[src/hw/rtl/blob_endian_swap_stream_unit_macros.svh]
// ----------------------------------------------------------------------------
// Assertion macros for the blob byte-order converter
// Each macro expects clk and rst_n in the scope where it is used.
// ----------------------------------------------------------------------------
`ifndef BLOB_ENDIAN_SWAP_STREAM_UNIT_MACROS_SVH
`define BLOB_ENDIAN_SWAP_STREAM_UNIT_MACROS_SVH

// condition holds at every edge out of reset
`define BESS_ASSERT_ALWAYS(label, expr, msg) \
  label: assert property (@(posedge clk) disable iff (!rst_n) (expr)) else $error(msg);

// same-cycle implication
`define BESS_ASSERT_IMPL(label, ante, cons, msg) \
  label: assert property (@(posedge clk) disable iff (!rst_n) (ante) |-> (cons)) \
    else $error(msg);

// next-cycle implication
`define BESS_ASSERT_NEXT(label, ante, cons, msg) \
  label: assert property (@(posedge clk) disable iff (!rst_n) (ante) |=> (cons)) \
    else $error(msg);

`endif

[src/hw/rtl/bess_pkg.sv]
// ----------------------------------------------------------------------------
// bess_pkg
// Types and constants shared by the blob byte-order converter.
// ----------------------------------------------------------------------------
package bess_pkg;

  localparam int POSITION_BITS_DEF = 24;
  localparam int ADDR_BITS         = 32;
  // region ends: 32-bit start plus up to 20 times a 32-bit count
  localparam int END_BITS          = 38;

  localparam int QUEUE_DEPTH = 4;
  localparam int QPTR_BITS   = $clog2(QUEUE_DEPTH);

  localparam logic [7:0]  HEADER_SIZE   = 8'h1c;
  localparam logic [7:0]  HDR_WORD_POS  = 8'h04;
  localparam logic [7:0]  HDR_CHECK_POS = 8'h07;
  localparam logic [7:0]  FIELD_FIRST   = 8'h08;
  localparam logic [7:0]  LAST_FIELD    = 8'h17;
  localparam logic [4:0]  ENTRY_SIZE    = 5'd20;
  localparam logic [4:0]  ENTRY_SWAPPED = 5'd16;
  localparam logic [31:0] MAGIC         = 32'h5350_4342;
  localparam logic [1:0]  LANE_TOP      = 2'd3;

  localparam logic [2:0] ST_SWAPPED   = 3'd0;
  localparam logic [2:0] ST_BAD_MAGIC = 3'd1;
  localparam logic [2:0] ST_HOST      = 3'd2;
  localparam logic [2:0] ST_LAYOUT    = 3'd3;
  localparam logic [2:0] ST_REGION    = 3'd4;

  typedef struct packed {
    logic [7:0] in_byte;
    logic       last_byte;
  } in_beat_t;

  typedef struct packed {
    logic [7:0] out_byte;
    logic       end_of_blob;
    logic [2:0] status;
  } out_beat_t;

  // one classified input byte on its way to the back end
  typedef struct packed {
    logic [7:0] data;
    logic       last;
    logic [2:0] status;
    logic       swap;
    logic [1:0] lane;
  } rec_t;

endpackage

[src/hw/rtl/bess_front.sv]
// ----------------------------------------------------------------------------
// bess_front
// Tracks the byte position, checks the header, captures the region fields
// and tags every byte with its lane within a word to be reversed.
// ----------------------------------------------------------------------------
`include "blob_endian_swap_stream_unit_macros.svh"

module bess_front #(
  parameter int POSITION_BITS = bess_pkg::POSITION_BITS_DEF
) (
  input  logic               clk,
  input  logic               rst_n,
  input  logic               in_valid,
  input  logic               in_ready,
  input  bess_pkg::in_beat_t in_data,
  output logic               push,
  output bess_pkg::rec_t     rec
);

  localparam int PB = POSITION_BITS;
  localparam int EB = bess_pkg::END_BITS;
  localparam int AB = bess_pkg::ADDR_BITS;
  localparam logic [PB-1:0] POS_LIMIT = '1;
  localparam logic [EB-1:0] LIMIT_E   = EB'(POS_LIMIT);
  localparam logic [EB-1:0] HDR_E     = EB'(bess_pkg::HEADER_SIZE);
  localparam logic [31:0]   HDR_WORD  = 32'(bess_pkg::HEADER_SIZE);

  logic [PB-1:0] pos_r, pos_nxt;
  logic [AB-1:0] ds_r, ds_nxt, dwc_r, dwc_nxt, ss_r, ss_nxt, sec_r, sec_nxt;
  logic [4:0]    phase_r, phase_nxt;
  logic [2:0]    status_r, status_nxt;
  logic [23:0]   hdr_r;
  logic [EB-1:0] de_r, se_r, se_hi_r;

  logic [7:0]    b;
  logic          last;
  logic [7:0]    magic_b;
  logic [EB-1:0] p_e, ds_e, ss_e, se17, hi_y;
  logic [AB-1:0] sec_full;
  logic          dn, sn17, regions_bad;
  logic [31:0]   hdr_be, hdr_le;
  logic [4:0]    sym_off;
  logic          swap;
  logic [1:0]    lane;

  assign b    = in_data.in_byte;
  assign last = in_data.last_byte;
  assign push = in_valid && in_ready;

  assign magic_b = bess_pkg::MAGIC[{~pos_r[1:0], 3'b000} +: 8];

  assign p_e  = EB'(pos_r);
  assign ds_e = EB'(ds_r);
  assign ss_e = EB'(ss_r);

  // symbol end at the last count byte: partial end from the previous byte
  // plus twenty times this byte
  assign sec_full = {sec_r[23:0], b};
  assign se17     = se_hi_r + EB'({b, 4'h0}) + EB'({b, 2'h0});
  assign dn       = dwc_r != '0;
  assign sn17     = sec_full != '0;
  assign regions_bad =
      (dn && (ds_e < HDR_E || de_r > LIMIT_E)) ||
      (sn17 && (ss_e < HDR_E || se17 > LIMIT_E)) ||
      (dn && sn17 && ds_e < se17 && ss_e < de_r);

  assign hdr_be = {hdr_r, b};
  assign hdr_le = {b, hdr_r[7:0], hdr_r[15:8], hdr_r[23:16]};

  assign sym_off = (p_e == ss_e) ? 5'd0 : phase_r;
  assign hi_y    = EB'({sec_r[15:0], b, 8'h00});

  always_comb begin
    status_nxt = status_r;
    ds_nxt     = ds_r;
    dwc_nxt    = dwc_r;
    ss_nxt     = ss_r;
    sec_nxt    = sec_r;
    phase_nxt  = phase_r;
    swap       = 1'b0;
    lane       = 2'd0;

    if (pos_r < PB'(bess_pkg::HDR_WORD_POS) && status_r == bess_pkg::ST_SWAPPED &&
        b != magic_b) begin
      status_nxt = bess_pkg::ST_BAD_MAGIC;
    end

    if (pos_r >= PB'(bess_pkg::FIELD_FIRST) && pos_r <= PB'(bess_pkg::LAST_FIELD)) begin
      unique case (pos_r[4:2])
        3'd2:    ds_nxt  = {ds_r[23:0], b};
        3'd3:    dwc_nxt = {dwc_r[23:0], b};
        3'd4:    ss_nxt  = {ss_r[23:0], b};
        3'd5:    sec_nxt = sec_full;
        default: ;
      endcase
    end

    if (pos_r >= PB'(bess_pkg::HDR_WORD_POS) && pos_r < PB'(bess_pkg::HEADER_SIZE)) begin
      lane = pos_r[1:0];
      if (pos_r == PB'(bess_pkg::HDR_CHECK_POS) && status_nxt == bess_pkg::ST_SWAPPED &&
          hdr_be != HDR_WORD) begin
        status_nxt = (hdr_le == HDR_WORD) ? bess_pkg::ST_HOST : bess_pkg::ST_LAYOUT;
      end
      if (pos_r == PB'(bess_pkg::LAST_FIELD) && status_nxt == bess_pkg::ST_SWAPPED &&
          regions_bad) begin
        status_nxt = bess_pkg::ST_REGION;
      end
      swap = status_nxt == bess_pkg::ST_SWAPPED || status_nxt == bess_pkg::ST_REGION;
    end else if (pos_r >= PB'(bess_pkg::HEADER_SIZE) && pos_r != POS_LIMIT &&
                 status_nxt == bess_pkg::ST_SWAPPED) begin
      if (p_e >= ds_e && p_e < de_r) begin
        lane = pos_r[1:0] - ds_r[1:0];
        swap = 1'b1;
      end else if (p_e >= ss_e && p_e < se_r) begin
        phase_nxt = (sym_off + 5'd1 >= bess_pkg::ENTRY_SIZE) ? 5'd0 : sym_off + 5'd1;
        // trailing word of an entry passes through
        if (sym_off < bess_pkg::ENTRY_SWAPPED) begin
          lane = sym_off[1:0];
          swap = 1'b1;
        end
      end
    end

    if (last && status_nxt == bess_pkg::ST_SWAPPED) begin
      if (pos_r < PB'(bess_pkg::HEADER_SIZE - 8'd1)) begin
        if (pos_r < PB'(bess_pkg::HDR_WORD_POS)) begin
          status_nxt = bess_pkg::ST_BAD_MAGIC;
        end else if (pos_r < PB'(bess_pkg::FIELD_FIRST)) begin
          status_nxt = bess_pkg::ST_LAYOUT;
        end else begin
          status_nxt = bess_pkg::ST_REGION;
        end
      end else if ((dn && de_r > p_e + EB'(1)) ||
                   (sec_r != '0 && se_r > p_e + EB'(1))) begin
        status_nxt = bess_pkg::ST_REGION;
      end
    end
  end

  assign pos_nxt = (pos_r != POS_LIMIT) ? pos_r + PB'(1) : pos_r;

  always_comb begin
    rec.data   = b;
    rec.last   = last;
    rec.status = status_nxt;
    rec.swap   = swap;
    rec.lane   = lane;
  end

  always_ff @(posedge clk) begin
    if (!rst_n) begin
      pos_r    <= '0;
      ds_r     <= '0;
      dwc_r    <= '0;
      ss_r     <= '0;
      sec_r    <= '0;
      phase_r  <= '0;
      status_r <= bess_pkg::ST_SWAPPED;
    end else if (push) begin
      if (last) begin
        pos_r    <= '0;
        ds_r     <= '0;
        dwc_r    <= '0;
        ss_r     <= '0;
        sec_r    <= '0;
        phase_r  <= '0;
        status_r <= bess_pkg::ST_SWAPPED;
      end else begin
        pos_r    <= pos_nxt;
        ds_r     <= ds_nxt;
        dwc_r    <= dwc_nxt;
        ss_r     <= ss_nxt;
        sec_r    <= sec_nxt;
        phase_r  <= phase_nxt;
        status_r <= status_nxt;
      end
    end
  end

  // region ends are registered from the captured fields; first read well after capture
  always_ff @(posedge clk) begin
    de_r <= ds_e + (EB'(dwc_r) << 2);
    se_r <= ss_e + (EB'(sec_r) << 4) + (EB'(sec_r) << 2);
    if (push) begin
      hdr_r   <= {hdr_r[15:0], b};
      se_hi_r <= ss_e + (hi_y << 4) + (hi_y << 2);
    end
  end

  `BESS_ASSERT_NEXT(a_status_sticky,
    push && !last && status_r != bess_pkg::ST_SWAPPED, status_r == $past(status_r),
    "rejection status changed within a blob")
  `BESS_ASSERT_NEXT(a_blob_restart, push && last, pos_r == '0 && phase_r == '0,
    "position not restarted after final beat")

endmodule

[src/hw/rtl/bess_fifo.sv]
// ----------------------------------------------------------------------------
// bess_fifo
// Short queue of classified bytes between front and back end.
// ----------------------------------------------------------------------------
`include "blob_endian_swap_stream_unit_macros.svh"

module bess_fifo (
  input  logic           clk,
  input  logic           rst_n,
  input  logic           push,
  input  bess_pkg::rec_t wr_rec,
  output logic           wr_ready,
  input  logic           pop,
  output bess_pkg::rec_t head,
  output logic           head_valid
);

  localparam int PW = bess_pkg::QPTR_BITS;
  localparam logic [PW:0] CNT_DEPTH = (PW + 1)'(bess_pkg::QUEUE_DEPTH);

  bess_pkg::rec_t mem_r [bess_pkg::QUEUE_DEPTH];
  logic [PW-1:0]  wr_ptr_r, rd_ptr_r;
  logic [PW:0]    cnt_r;

  assign wr_ready   = cnt_r != CNT_DEPTH;
  assign head_valid = cnt_r != '0;
  assign head       = mem_r[rd_ptr_r];

  always_ff @(posedge clk) begin
    if (!rst_n) begin
      wr_ptr_r <= '0;
      rd_ptr_r <= '0;
      cnt_r    <= '0;
    end else begin
      if (push) wr_ptr_r <= wr_ptr_r + PW'(1);
      if (pop)  rd_ptr_r <= rd_ptr_r + PW'(1);
      cnt_r <= cnt_r + (PW + 1)'(push) - (PW + 1)'(pop);
    end
  end

  always_ff @(posedge clk) begin
    if (push) mem_r[wr_ptr_r] <= wr_rec;
  end

  `BESS_ASSERT_ALWAYS(a_fifo_bound, cnt_r <= CNT_DEPTH, "queue count beyond depth")
  `BESS_ASSERT_IMPL(a_fifo_pop, pop, head_valid, "pop from an empty queue")

endmodule

[src/hw/rtl/bess_back.sv]
// ----------------------------------------------------------------------------
// bess_back
// Holds the bytes of a word in progress, reverses completed words and
// sends the resulting bytes out one beat per cycle while out_ready is high.
// ----------------------------------------------------------------------------
`include "blob_endian_swap_stream_unit_macros.svh"

module bess_back (
  input  logic                clk,
  input  logic                rst_n,
  input  bess_pkg::rec_t      head,
  input  logic                head_valid,
  output logic                pop,
  output logic                out_valid,
  input  logic                out_ready,
  output bess_pkg::out_beat_t out_data
);

  logic [7:0] held_r [3];
  logic [7:0] held_nxt [3];
  logic [1:0] hc_r, hc_nxt;

  logic [7:0] buf_r [4];
  logic [7:0] list [4];
  logic [2:0] left_r, n;
  logic [2:0] stat_r;
  logic       last_r;

  logic pure_hold, can_load, load, out_fire;

  always_comb begin
    for (int i = 0; i < 4; i++) list[i] = 8'h00;
    for (int i = 0; i < 3; i++) held_nxt[i] = held_r[i];
    hc_nxt    = hc_r;
    n         = 3'd0;
    pure_hold = 1'b0;

    if (head.swap && head.lane == bess_pkg::LANE_TOP && hc_r == bess_pkg::LANE_TOP) begin
      list[0] = head.data;
      list[1] = held_r[2];
      list[2] = held_r[1];
      list[3] = held_r[0];
      n       = 3'd4;
      hc_nxt  = 2'd0;
    end else if (head.swap && head.lane != bess_pkg::LANE_TOP && !head.last) begin
      // out-of-step lane: flush what is held first
      if (hc_r != head.lane) begin
        for (int i = 0; i < 3; i++) begin
          if (2'(i) < hc_r) list[i] = held_r[i];
        end
        n = {1'b0, hc_r};
      end else begin
        pure_hold = 1'b1;
      end
      held_nxt[head.lane] = head.data;
      hc_nxt              = head.lane + 2'd1;
    end else begin
      for (int i = 0; i < 3; i++) begin
        if (2'(i) < hc_r) list[i] = held_r[i];
      end
      list[hc_r] = head.data;
      n          = {1'b0, hc_r} + 3'd1;
      hc_nxt     = 2'd0;
    end

    if (head.last) begin
      for (int i = 0; i < 3; i++) held_nxt[i] = 8'h00;
      hc_nxt = 2'd0;
    end
  end

  // pure holds retire while the buffer is still draining
  assign can_load  = left_r == 3'd0 || (left_r == 3'd1 && out_ready);
  assign pop       = head_valid && (pure_hold || can_load);
  assign load      = head_valid && !pure_hold && can_load;
  assign out_valid = left_r != 3'd0;
  assign out_fire  = out_valid && out_ready;

  always_comb begin
    out_data.out_byte    = buf_r[0];
    out_data.end_of_blob = last_r && left_r == 3'd1;
    out_data.status      = stat_r;
  end

  always_ff @(posedge clk) begin
    if (!rst_n) begin
      hc_r <= 2'd0;
      for (int i = 0; i < 3; i++) held_r[i] <= 8'h00;
    end else if (pop) begin
      hc_r <= hc_nxt;
      for (int i = 0; i < 3; i++) held_r[i] <= held_nxt[i];
    end
  end

  always_ff @(posedge clk) begin
    if (!rst_n) begin
      left_r <= 3'd0;
    end else if (load) begin
      left_r <= n;
    end else if (out_fire) begin
      left_r <= left_r - 3'd1;
    end
  end

  always_ff @(posedge clk) begin
    if (load) begin
      for (int i = 0; i < 4; i++) buf_r[i] <= list[i];
      stat_r <= head.status;
      last_r <= head.last;
    end else if (out_fire) begin
      for (int i = 0; i < 3; i++) buf_r[i] <= buf_r[i + 1];
    end
  end

  `BESS_ASSERT_ALWAYS(a_buf_bound, left_r <= 3'd4, "output buffer count beyond a word")
  `BESS_ASSERT_NEXT(a_held_clear, pop && head.last, hc_r == 2'd0 && held_r[0] == 8'h00,
    "held bytes survive the end of a blob")

endmodule

[src/hw/rtl/blob_endian_swap_stream_unit.sv]
// ----------------------------------------------------------------------------
// blob_endian_swap_stream_unit
// Streaming byte-order converter for SPCB blobs, one byte per beat.
// ----------------------------------------------------------------------------
//  channel  | handshake           | payload
//  ---------+---------------------+----------------------------------------
//  input    | in_valid / in_ready | in_data  : in_byte, last_byte
//  output   | out_valid/out_ready | out_data : out_byte, end_of_blob, status
//
// One byte is taken per cycle while the four-entry queue has room, and one
// byte leaves per cycle from the output buffer while out_ready is high. A
// word is reversed once its last byte reaches the head of the queue.
// Reset clears position, status and queue; no clearing pass is needed.
// Either side may stall on its own: the queue absorbs the difference.
// ----------------------------------------------------------------------------
module blob_endian_swap_stream_unit #(
  parameter int POSITION_BITS = bess_pkg::POSITION_BITS_DEF
) (
  input  logic                clk,
  input  logic                rst_n,
  input  logic                in_valid,
  output logic                in_ready,
  input  bess_pkg::in_beat_t  in_data,
  output logic                out_valid,
  input  logic                out_ready,
  output bess_pkg::out_beat_t out_data
);

  logic           push, pop, head_valid;
  bess_pkg::rec_t wr_rec, head;

  bess_front #(
    .POSITION_BITS(POSITION_BITS)
  ) u_front (
    .clk     (clk),
    .rst_n   (rst_n),
    .in_valid(in_valid),
    .in_ready(in_ready),
    .in_data (in_data),
    .push    (push),
    .rec     (wr_rec)
  );

  bess_fifo u_fifo (
    .clk       (clk),
    .rst_n     (rst_n),
    .push      (push),
    .wr_rec    (wr_rec),
    .wr_ready  (in_ready),
    .pop       (pop),
    .head      (head),
    .head_valid(head_valid)
  );

  bess_back u_back (
    .clk       (clk),
    .rst_n     (rst_n),
    .head      (head),
    .head_valid(head_valid),
    .pop       (pop),
    .out_valid (out_valid),
    .out_ready (out_ready),
    .out_data  (out_data)
  );

endmodule
[config.mk]
export PLATFORM = sky130hd
export DESIGN_NAME = blob_endian_swap_stream_unit
export DESIGN_NICKNAME = d
export VERILOG_FILES = /design/src/hw/rtl/bess_pkg.sv /design/src/hw/rtl/bess_front.sv /design/src/hw/rtl/bess_fifo.sv /design/src/hw/rtl/bess_back.sv /design/src/hw/rtl/blob_endian_swap_stream_unit.sv
export VERILOG_INCLUDE_DIRS = /design/src /design/src/hw/rtl
export SDC_FILE = /design/constraint.sdc
export NUM_CORES = 1
export LEC_CHECK = 0
export BUFFER_PORTS_ARGS = -buffer_cell sky130_fd_sc_hd__buf_4
export CAP_MARGIN = 20
export CORE_MARGIN = 3
export CORE_UTILIZATION = 65
export DETAILED_ROUTE_END_ITERATION = 16
export GPL_TIMING_DRIVEN = 0
export PLACE_DENSITY = 0.82
export SKIP_CTS_REPAIR_TIMING = 1
export SKIP_LAST_GASP = 1
export SLEW_MARGIN = 25
export SYNTH_ARGS = -nofsm -noshare
export SYNTH_HDL_FRONTEND = slang
export SYNTH_SLANG_ARGS = --single-unit
[constraint.sdc]
create_clock -name clk -period 6.4 [get_ports clk]
set_input_delay 0.32 -clock clk [delete_from_list [all_inputs] [get_ports clk]]
set_output_delay 0.32 -clock clk [all_outputs]
set_load 0.1 [all_outputs]
==> results of run 1 <==
[through the flow]
| stage | total power (uW) | cells | hold slack, ps | setup TNS, ps |
|---|---|---|---|---|
| final | 8796 | 3956 | 54.02 | 0 |
| after global routing | 9123 | 3955 | 37.78 | 0 |
| after CTS | 8754 | 3954 | -39.32 | -719.8 |
| after detailed placement | 5880 | 3870 | 401.1 | -1655 |
| after global placement | 5770 | 3866 | 384.0 | -6212 |
| after floorplan | 5159 | 3248 | 367.1 | 0 |
[power breakdown]
part	switching (uW)	total, uW	internal [uW]
sequential	233	3540	3310
combinational	1640	2380	735
clock	1190	2880	1690
[worst max-delay path, stage by stage, from the launching register on]
cell      delay [ps]
edfxtp_1         380
fa_1             550
ha_1             350
or3_1            500
o21ai_1          300
a21oi_1          140
or3_1            470
and3_1           240
xnor2_1          130
ha_1             300
nand4_1          180
nor3_4           400
o21ai_0          380
o311ai_1         480
a31o_2           230
o22ai_1           90
nor4_2           250
buf_2            260
o31ai_1          170
[cells by family (layout without fill, tap and decap cells)]
family,count (synthesis),after routing
compound gates,843,843
buf+inv,302,417
simple gates,1025,1025
fa+ha+maj,394,394
flops,429,429
xor+xnor,183,183
other cells,1,3
mux,70,70
[worst min-delay path by stage]
| stage | from | to | slack, ps | cells after the start |
|---|---|---|---|---|
| finish | rst_n | u_front.status_r[1] | 50 | 3 |
| global route | rst_n | u_front.status_r[1] | 40 | 3 |
| CTS | in_data[0] | u_fifo.mem_r[1][6] | -40 | 1 |
| detailed placement | u_front.ds_r[1] | u_front.de_r[1] | 400 | 0 |
| global placement | u_front.ds_r[1] | u_front.de_r[1] | 380 | 0 |
| floorplan | u_front.ds_r[1] | u_front.de_r[1] | 370 | 0 |
[per-layer routing]
metal	part of all wire [%]	vias up	routed length (um)
met2	44	1494	42680
met3	9.6	396	9309
li1	-	12130	-
met4	7.7	2	7463
met5	0.018	-	17
met1	39	12590	37250
[cell usage in the layout, fill, tap and decap left out, types with 78 or more instances in the layout]
cell / n
a21o_1: 114
nand3_1: 83
edfxtp_1: 182
nor2_1: 279
a21oi_1: 285
clkbuf_1: 78
nand2_1: 217
xnor2_1: 118
inv_1: 193
o21ai_0: 163
ha_1: 380
dfxtp_1: 247
nor3_1: 94
[final cells by class]
cell class	instances	area (sq um)	share of cell area [%]
timing repair buffer	31	257.7	0.7985
buffer	109	464.2	1.438
clock buffer	55	1214	3.760
multi-input combinational	2517	18060	55.95
clock inverter	29	405.4	1.256
antenna	1	2.502	0.007752
inverter	193	724.4	2.244
sequential	429	10410	32.25
tap	592	740.7	2.295
[registers in the layout, summed over array words and instances (netlist names), 5 cells and up, named ones only]
name,flops
u_front.phase_r,5
u_front.hdr_r,24
u_back.buf_r,32
u_front.ds_r,32
u_front.de_r,35
u_front.ss_r,32
u_front.sec_r,32
u_front.pos_r,24
u_back.held_r,24
u_fifo.mem_r,60
u_front.se_hi_r,38
u_front.dwc_r,32
u_front.se_r,38
==> impl_metrics.py, run 1 <==
metrics = {
    "outcome": {
        "status": "finished, final reports clean",
    },
    "final_layout": {
        "syn_to_final_growth_pct": 8.935,
        "drive_gt1_share_pct": 5.263,
        "final_core_util_pct": 72.37,
        "finalNetCount": 3733,
        "finalInstanceArea_sq_mm": 0.03228,
        "nFillCells": 3320,
    },
    "placed_design": {
        "place_hpwl_um": 73280,
        "gp_congestion": 1.032,
        "pre_cts_ws_ps": -381.8,
        "port_buffers": 26,
        "place_area_sq_mm": 0.03064,
    },
    "timing": {
        "hold_viol": 0,
        "clock_skew_ps": 42.81,
        "rsz0062_at_grt": "no",
        "worst_pin_slew_ps": 1193,
        "drv_slew": 0,
        "max_slew_margin_pct": 20.28,
        "fmax_ghz": 0.1639,
        "setup_viol": 0,
        "finalCritPeriodShare_pct": 95.31,
        "worst_slack_ps": 300.4,
        "layout_min_cycle_time_ps": 6100,
    },
    "route": {
        "dr.first_iter.drc_count": 3069,
        "vias": 26610,
        "finalWirelength_um": 96720,
        "dr.pass1.iters": 6,
        "ant_nets": 0,
        "drcViolationCount": 0,
        "routedWlPerCell_um": 24.45,
        "avgViaCountPerCell": 6.727,
    },
    "synth": {
        "synth_top_area_share_pct": 18.44,
        "ys.flop_type": "dfxtp_1",
        "syn_area_per_cell_sq_um": 9.126,
        "synth_cell_types": 84,
        "seq_area_frac_synth_pct": 35.13,
        "async_flop_share_pct": 0,
        "syn_area_sq_mm": 0.02963,
        "synth-adder-area-share_pct": 16.99,
        "synth_compound_area_share_pct": 17.92,
        "synth_edf_count": 182,
        "ys_top_cells_by_count": "ha_1, a21oi_1, nor2_1, dfxtp_1, nand2_1",
        "synthCells": 3247,
        "yosys.area_share.simple_pct": 17.49,
        "synth_xor_area_share_pct": 5.460,
        "synth-seq-cells": 429,
        "synth.most_common_cell": "ha_1",
        "synth_warnings": 0,
        "synth.area.mux_share_pct": 2.998,
        "synth.area.top_cells": "edfxtp_1, dfxtp_1, ha_1, a21oi_1, nor2_1",
        "synth_top_family_by_area": "compound AO/OA/AOI/OAI gates",
        "yosysTopAreaCell": "edfxtp_1",
    },
    "grt": {
        "grt_pass1_vias": 25490,
        "grt-busiest-layer": "met2",
        "gr-total-overflow": 0,
        "use_met2_pct": 62.53,
        "grt_util_met1_pct": 50.27,
        "grt_use_met3_pct": 8.136,
        "grt_pass1_wl_um": 146900,
        "antenna_found_initial": 3,
        "globalRouteTotalUtil_pct": 39.89,
        "grt_max_degree": 36,
    },
    "power_and_ir_drop": {
        "p_leak_uw": 0.01391,
        "vdd_drop_max_uv": 424.0,
        "p_per_area_mw_per_mm2": 272.5,
    },
    "clocking": {
        "cts_buffers": 45,
        "insertion_delay_ps": 620,
        "cts_sinks": 429,
        "cts_tree": "built",
        "clockRootBuffer": "clkbuf_16",
        "h-tree-depth": 2,
        "clk_pin_slew_ps": 70,
        "cts_buffer_depth": 3,
    },
    "setup_path": {
        "ff2ff_setup_slack_ps": 300,
        "timing.rr.start": "u_front.se_hi_r[9]",
        "r2r_end": "u_fifo.mem_r[2][5]",
        "endpoint_kind": "register",
        "cp_max_fo": 5,
        "crit_end": "u_fifo.mem_r[2][5]",
        "critPathLaunchType": "register",
        "startpoint": "u_front.se_hi_r[9]",
        "critPathArrivalTime_ps": 6420,
        "r2r_cells": 18,
        "cp_data_required_time_ps": 6730,
        "criticalPathCategory": "reg2reg",
    },
    "die": {
        "die_w_um": 219.5,
        "io_pins": 27,
        "dieArea_sq_mm": 0.04819,
        "core_sq_mm": 0.04461,
        "die_h_um": 219.5,
        "start_util_pct": 66.43,
        "rows": 77,
    },
    "hold_path": {
        "hp-class": "in2reg",
    },
    "job": {
        "maxCapViolCount": 0,
    },
}
No activity file was read; power rests on OpenSTA's default activity.
==> run 2: changes to the inputs <==
Settings changed: CTS_CLUSTER_SIZE set to 8.
Clock period 6.4 ns to 7.4 ns, I/O delays scaled along.
==> run 2 against run 1 <==
Net effect:
- first-iteration DRC count down 2.8%
- die area unchanged
- non-clock buffer count unchanged
- critical endpoint unchanged
- via count up 0.60%
- clock power down 9.4%
- combinational power down 13%
- flip-flop and latch count unchanged
- register-to-register slack better by 220 ps
- sequential share of layout area down 0.12 points
- utilization up 0.27 points
- power down 12%
- maximum frequency down 11%
==> impl_metrics.py, run 2 (same netlist as run 1, synthesis figures left out) <==
metrics = {
    "clocking": {
        "clockRootBuffer": "clkbuf_16",
        "insertion_delay_ps": 680,
        "cts_buffers": 60,
        "cts_buffer_depth": 3,
        "cts_tree": "built",
        "h-tree-depth": 2,
        "clk_pin_slew_ps": 60,
        "cts_sinks": 429,
    },
    "setup_path": {
        "critPathLaunchType": "register",
        "endpoint_kind": "register",
        "cp_max_fo": 5,
        "worst-path-buf-inv": 1,
        "worstPathCellList": "fa_1 > ha_1 > nor2b_1 > o31a_1 > o21ai_0 > a21oi_1 > or3_1 > nand2_1 > nor2_1 > xnor2_1 > ha_1 > nand4_1 > nor3_1 > o21ai_0 > o311ai_0 > a31o_2 > o22ai_1 > nor4_2 > buf_2 > o31ai_1",
        "cp_top_family": "compound AO/OA/AOI/OAI gates",
        "critPathArrivalTime_ps": 7260,
        "cp_data_required_time_ps": 7770,
        "crit_path_max_incr_delay_ps": 720,
        "slowest_stage": "nor3_1",
        "criticalPathCategory": "reg2reg",
    },
    "route": {
        "finalWirelength_um": 98200,
        "routedWlPerCell_um": 24.74,
        "drcViolationCount": 0,
        "vias": 26770,
        "dr.pass1.iters": 7,
        "avgViaCountPerCell": 6.744,
        "ant_nets": 0,
        "dr.first_iter.drc_count": 2983,
    },
    "timing": {
        "hold_viol": 0,
        "layout_min_cycle_time_ps": 6884,
        "clock_skew_ps": 70.90,
        "worst_slack_ps": 515.9,
        "worst_pin_slew_ps": 1197,
        "max_slew_margin_pct": 20.01,
        "fmax_ghz": 0.1453,
        "finalCritPeriodShare_pct": 93.03,
        "rsz0062_at_grt": "no",
        "setup_viol": 0,
        "fin_tns_setup_ps": 0,
        "drv_slew": 0,
    },
    "power_and_ir_drop": {
        "share_comb_of_total_power_pct": 26.7,
        "seqPwrFrac_pct": 39.6,
        "p_leak_uw": 0.01395,
        "vdd_drop_max_uv": 399.6,
        "power_switching_uw": 2724,
        "p_per_area_mw_per_mm2": 239.1,
        "power_uw": 7748,
        "internal-power_uw": 5024,
        "swShare_pct": 35.16,
        "power_frac_clock_pct": 33.7,
    },
    "final_layout": {
        "syn_to_final_growth_pct": 9.348,
        "layout_commonest_cell": "ha_1",
        "largest_reg_flops": 60,
        "nFillCells": 3290,
        "drive_gt1_share_pct": 4.886,
        "finalNetCount": 3748,
        "reg.largest.list": "u_fifo.mem_r (60), u_front.se_hi_r (38), u_front.se_r (38)",
        "layout_common_cells": "ha_1, a21oi_1, nor2_1",
        "largest-register": "u_fifo.mem_r",
    },
    "placed_design": {
        "pre_cts_ws_ps": 568.2,
        "gp_congestion": 1.032,
        "port_buffers": 26,
        "place_hpwl_um": 73280,
    },
    "grt": {
        "globalRouteTotalUtil_pct": 40.50,
        "antenna_found_initial": 4,
        "grt_pass1_vias": 25840,
        "grt_pass1_wl_um": 149100,
        "grt_max_degree": 36,
        "gr-total-overflow": 0,
    },
    "die": {
        "start_util_pct": 66.43,
        "rows": 77,
        "die_h_um": 219.5,
        "dieArea_sq_mm": 0.04819,
        "die_w_um": 219.5,
        "io_pins": 27,
        "core_sq_mm": 0.04461,
    },
    "outcome": {
        "status": "finished, final reports clean",
    },
    "job": {
        "maxCapViolCount": 0,
    },
    "hold_path": {
        "hp-class": "in2reg",
    },
}
-- run 2: cell types whose count changed in the layout (fill, tap and decap cells not counted), sizes merged --
cell      change
clkinvlp      -4
inv           -3
clkinv       -11
clkbuf       +40
bufinv        -8
-- run 2: layer usage --
| metal | wire [um] | vias to the layer above | global-route usage, % |
|---|---|---|---|
| met3 | 10170 | 425 | 8.729 |
| met2 | 43090 | 1602 | 63.72 |
| met4 | 7647 | 0 | 26.44 |
| li1 | - | 12140 | - |
| met5 | 0 | - | 0 |
| met1 | 37290 | 12610 | 50.39 |
-- run 2: power by group through the flow --
stage	Combinational [uW]	Clock [uW]	Sequential [uW]
floorplan	1230	0	3230
global placement	1910	0	3080
detailed placement	1990	0	3090
CTS	2030	2600	3060
global route	2230	2710	3090
finish	2070	2610	3070
-- run 2: final timing paths --
kind | from | end | slack [ps] | cells past startpoint
max reg2reg | u_front.se_hi_r[5] | u_fifo.mem_r[2][5] | 520 | 20
min reg2reg | u_front.ds_r[1] | u_front.de_r[1] | 430 | 0
max | u_front.se_hi_r[5] | u_fifo.mem_r[2][5] | 520 | 20
min | rst_n | u_front.status_r[1] | 60 | 3
-- run 2: final cells by class --
| class | count | area (sq um) | share of cell area [%] |
|---|---|---|---|
| clock buffers | 95 | 1663 | 5.132 |
| well taps | 592 | 740.7 | 2.286 |
| flip-flops and latches | 429 | 10410 | 32.13 |
| diodes | 1 | 2.502 | 0.007723 |
| clock inverters | 3 | 90.09 | 0.2780 |
| plain buffers | 109 | 464.2 | 1.433 |
| repair buffers | 31 | 257.7 | 0.7955 |
| multi-input cells | 2517 | 18050 | 55.71 |
| inverters | 193 | 724.4 | 2.236 |
-- run 2: stage by stage --
| step | instances | utilization [%] | area [sq um] | hold slack, ps |
|---|---|---|---|---|
| 3_5_place_dp | 3870 | 68.68 | 30640 | 401.1 |
| 5_1_grt | 3970 | 72.64 | 32400 | 41.06 |
| 2_1_floorplan | 3248 | - | 29640 | 367.1 |
| 4_1_cts | 3968 | 72.61 | 32390 | -24.82 |
| 6_report | 3970 | 72.64 | 32400 | 55.91 |
| 3_3_place_gp | 3866 | 68.54 | 30570 | 384.0 |
-- run 2: worst min-delay path, delay by kind of cell --
kind                   cells  cell delay, ps
buffers and inverters      1             140
AND/OR/NAND/NOR            2             160
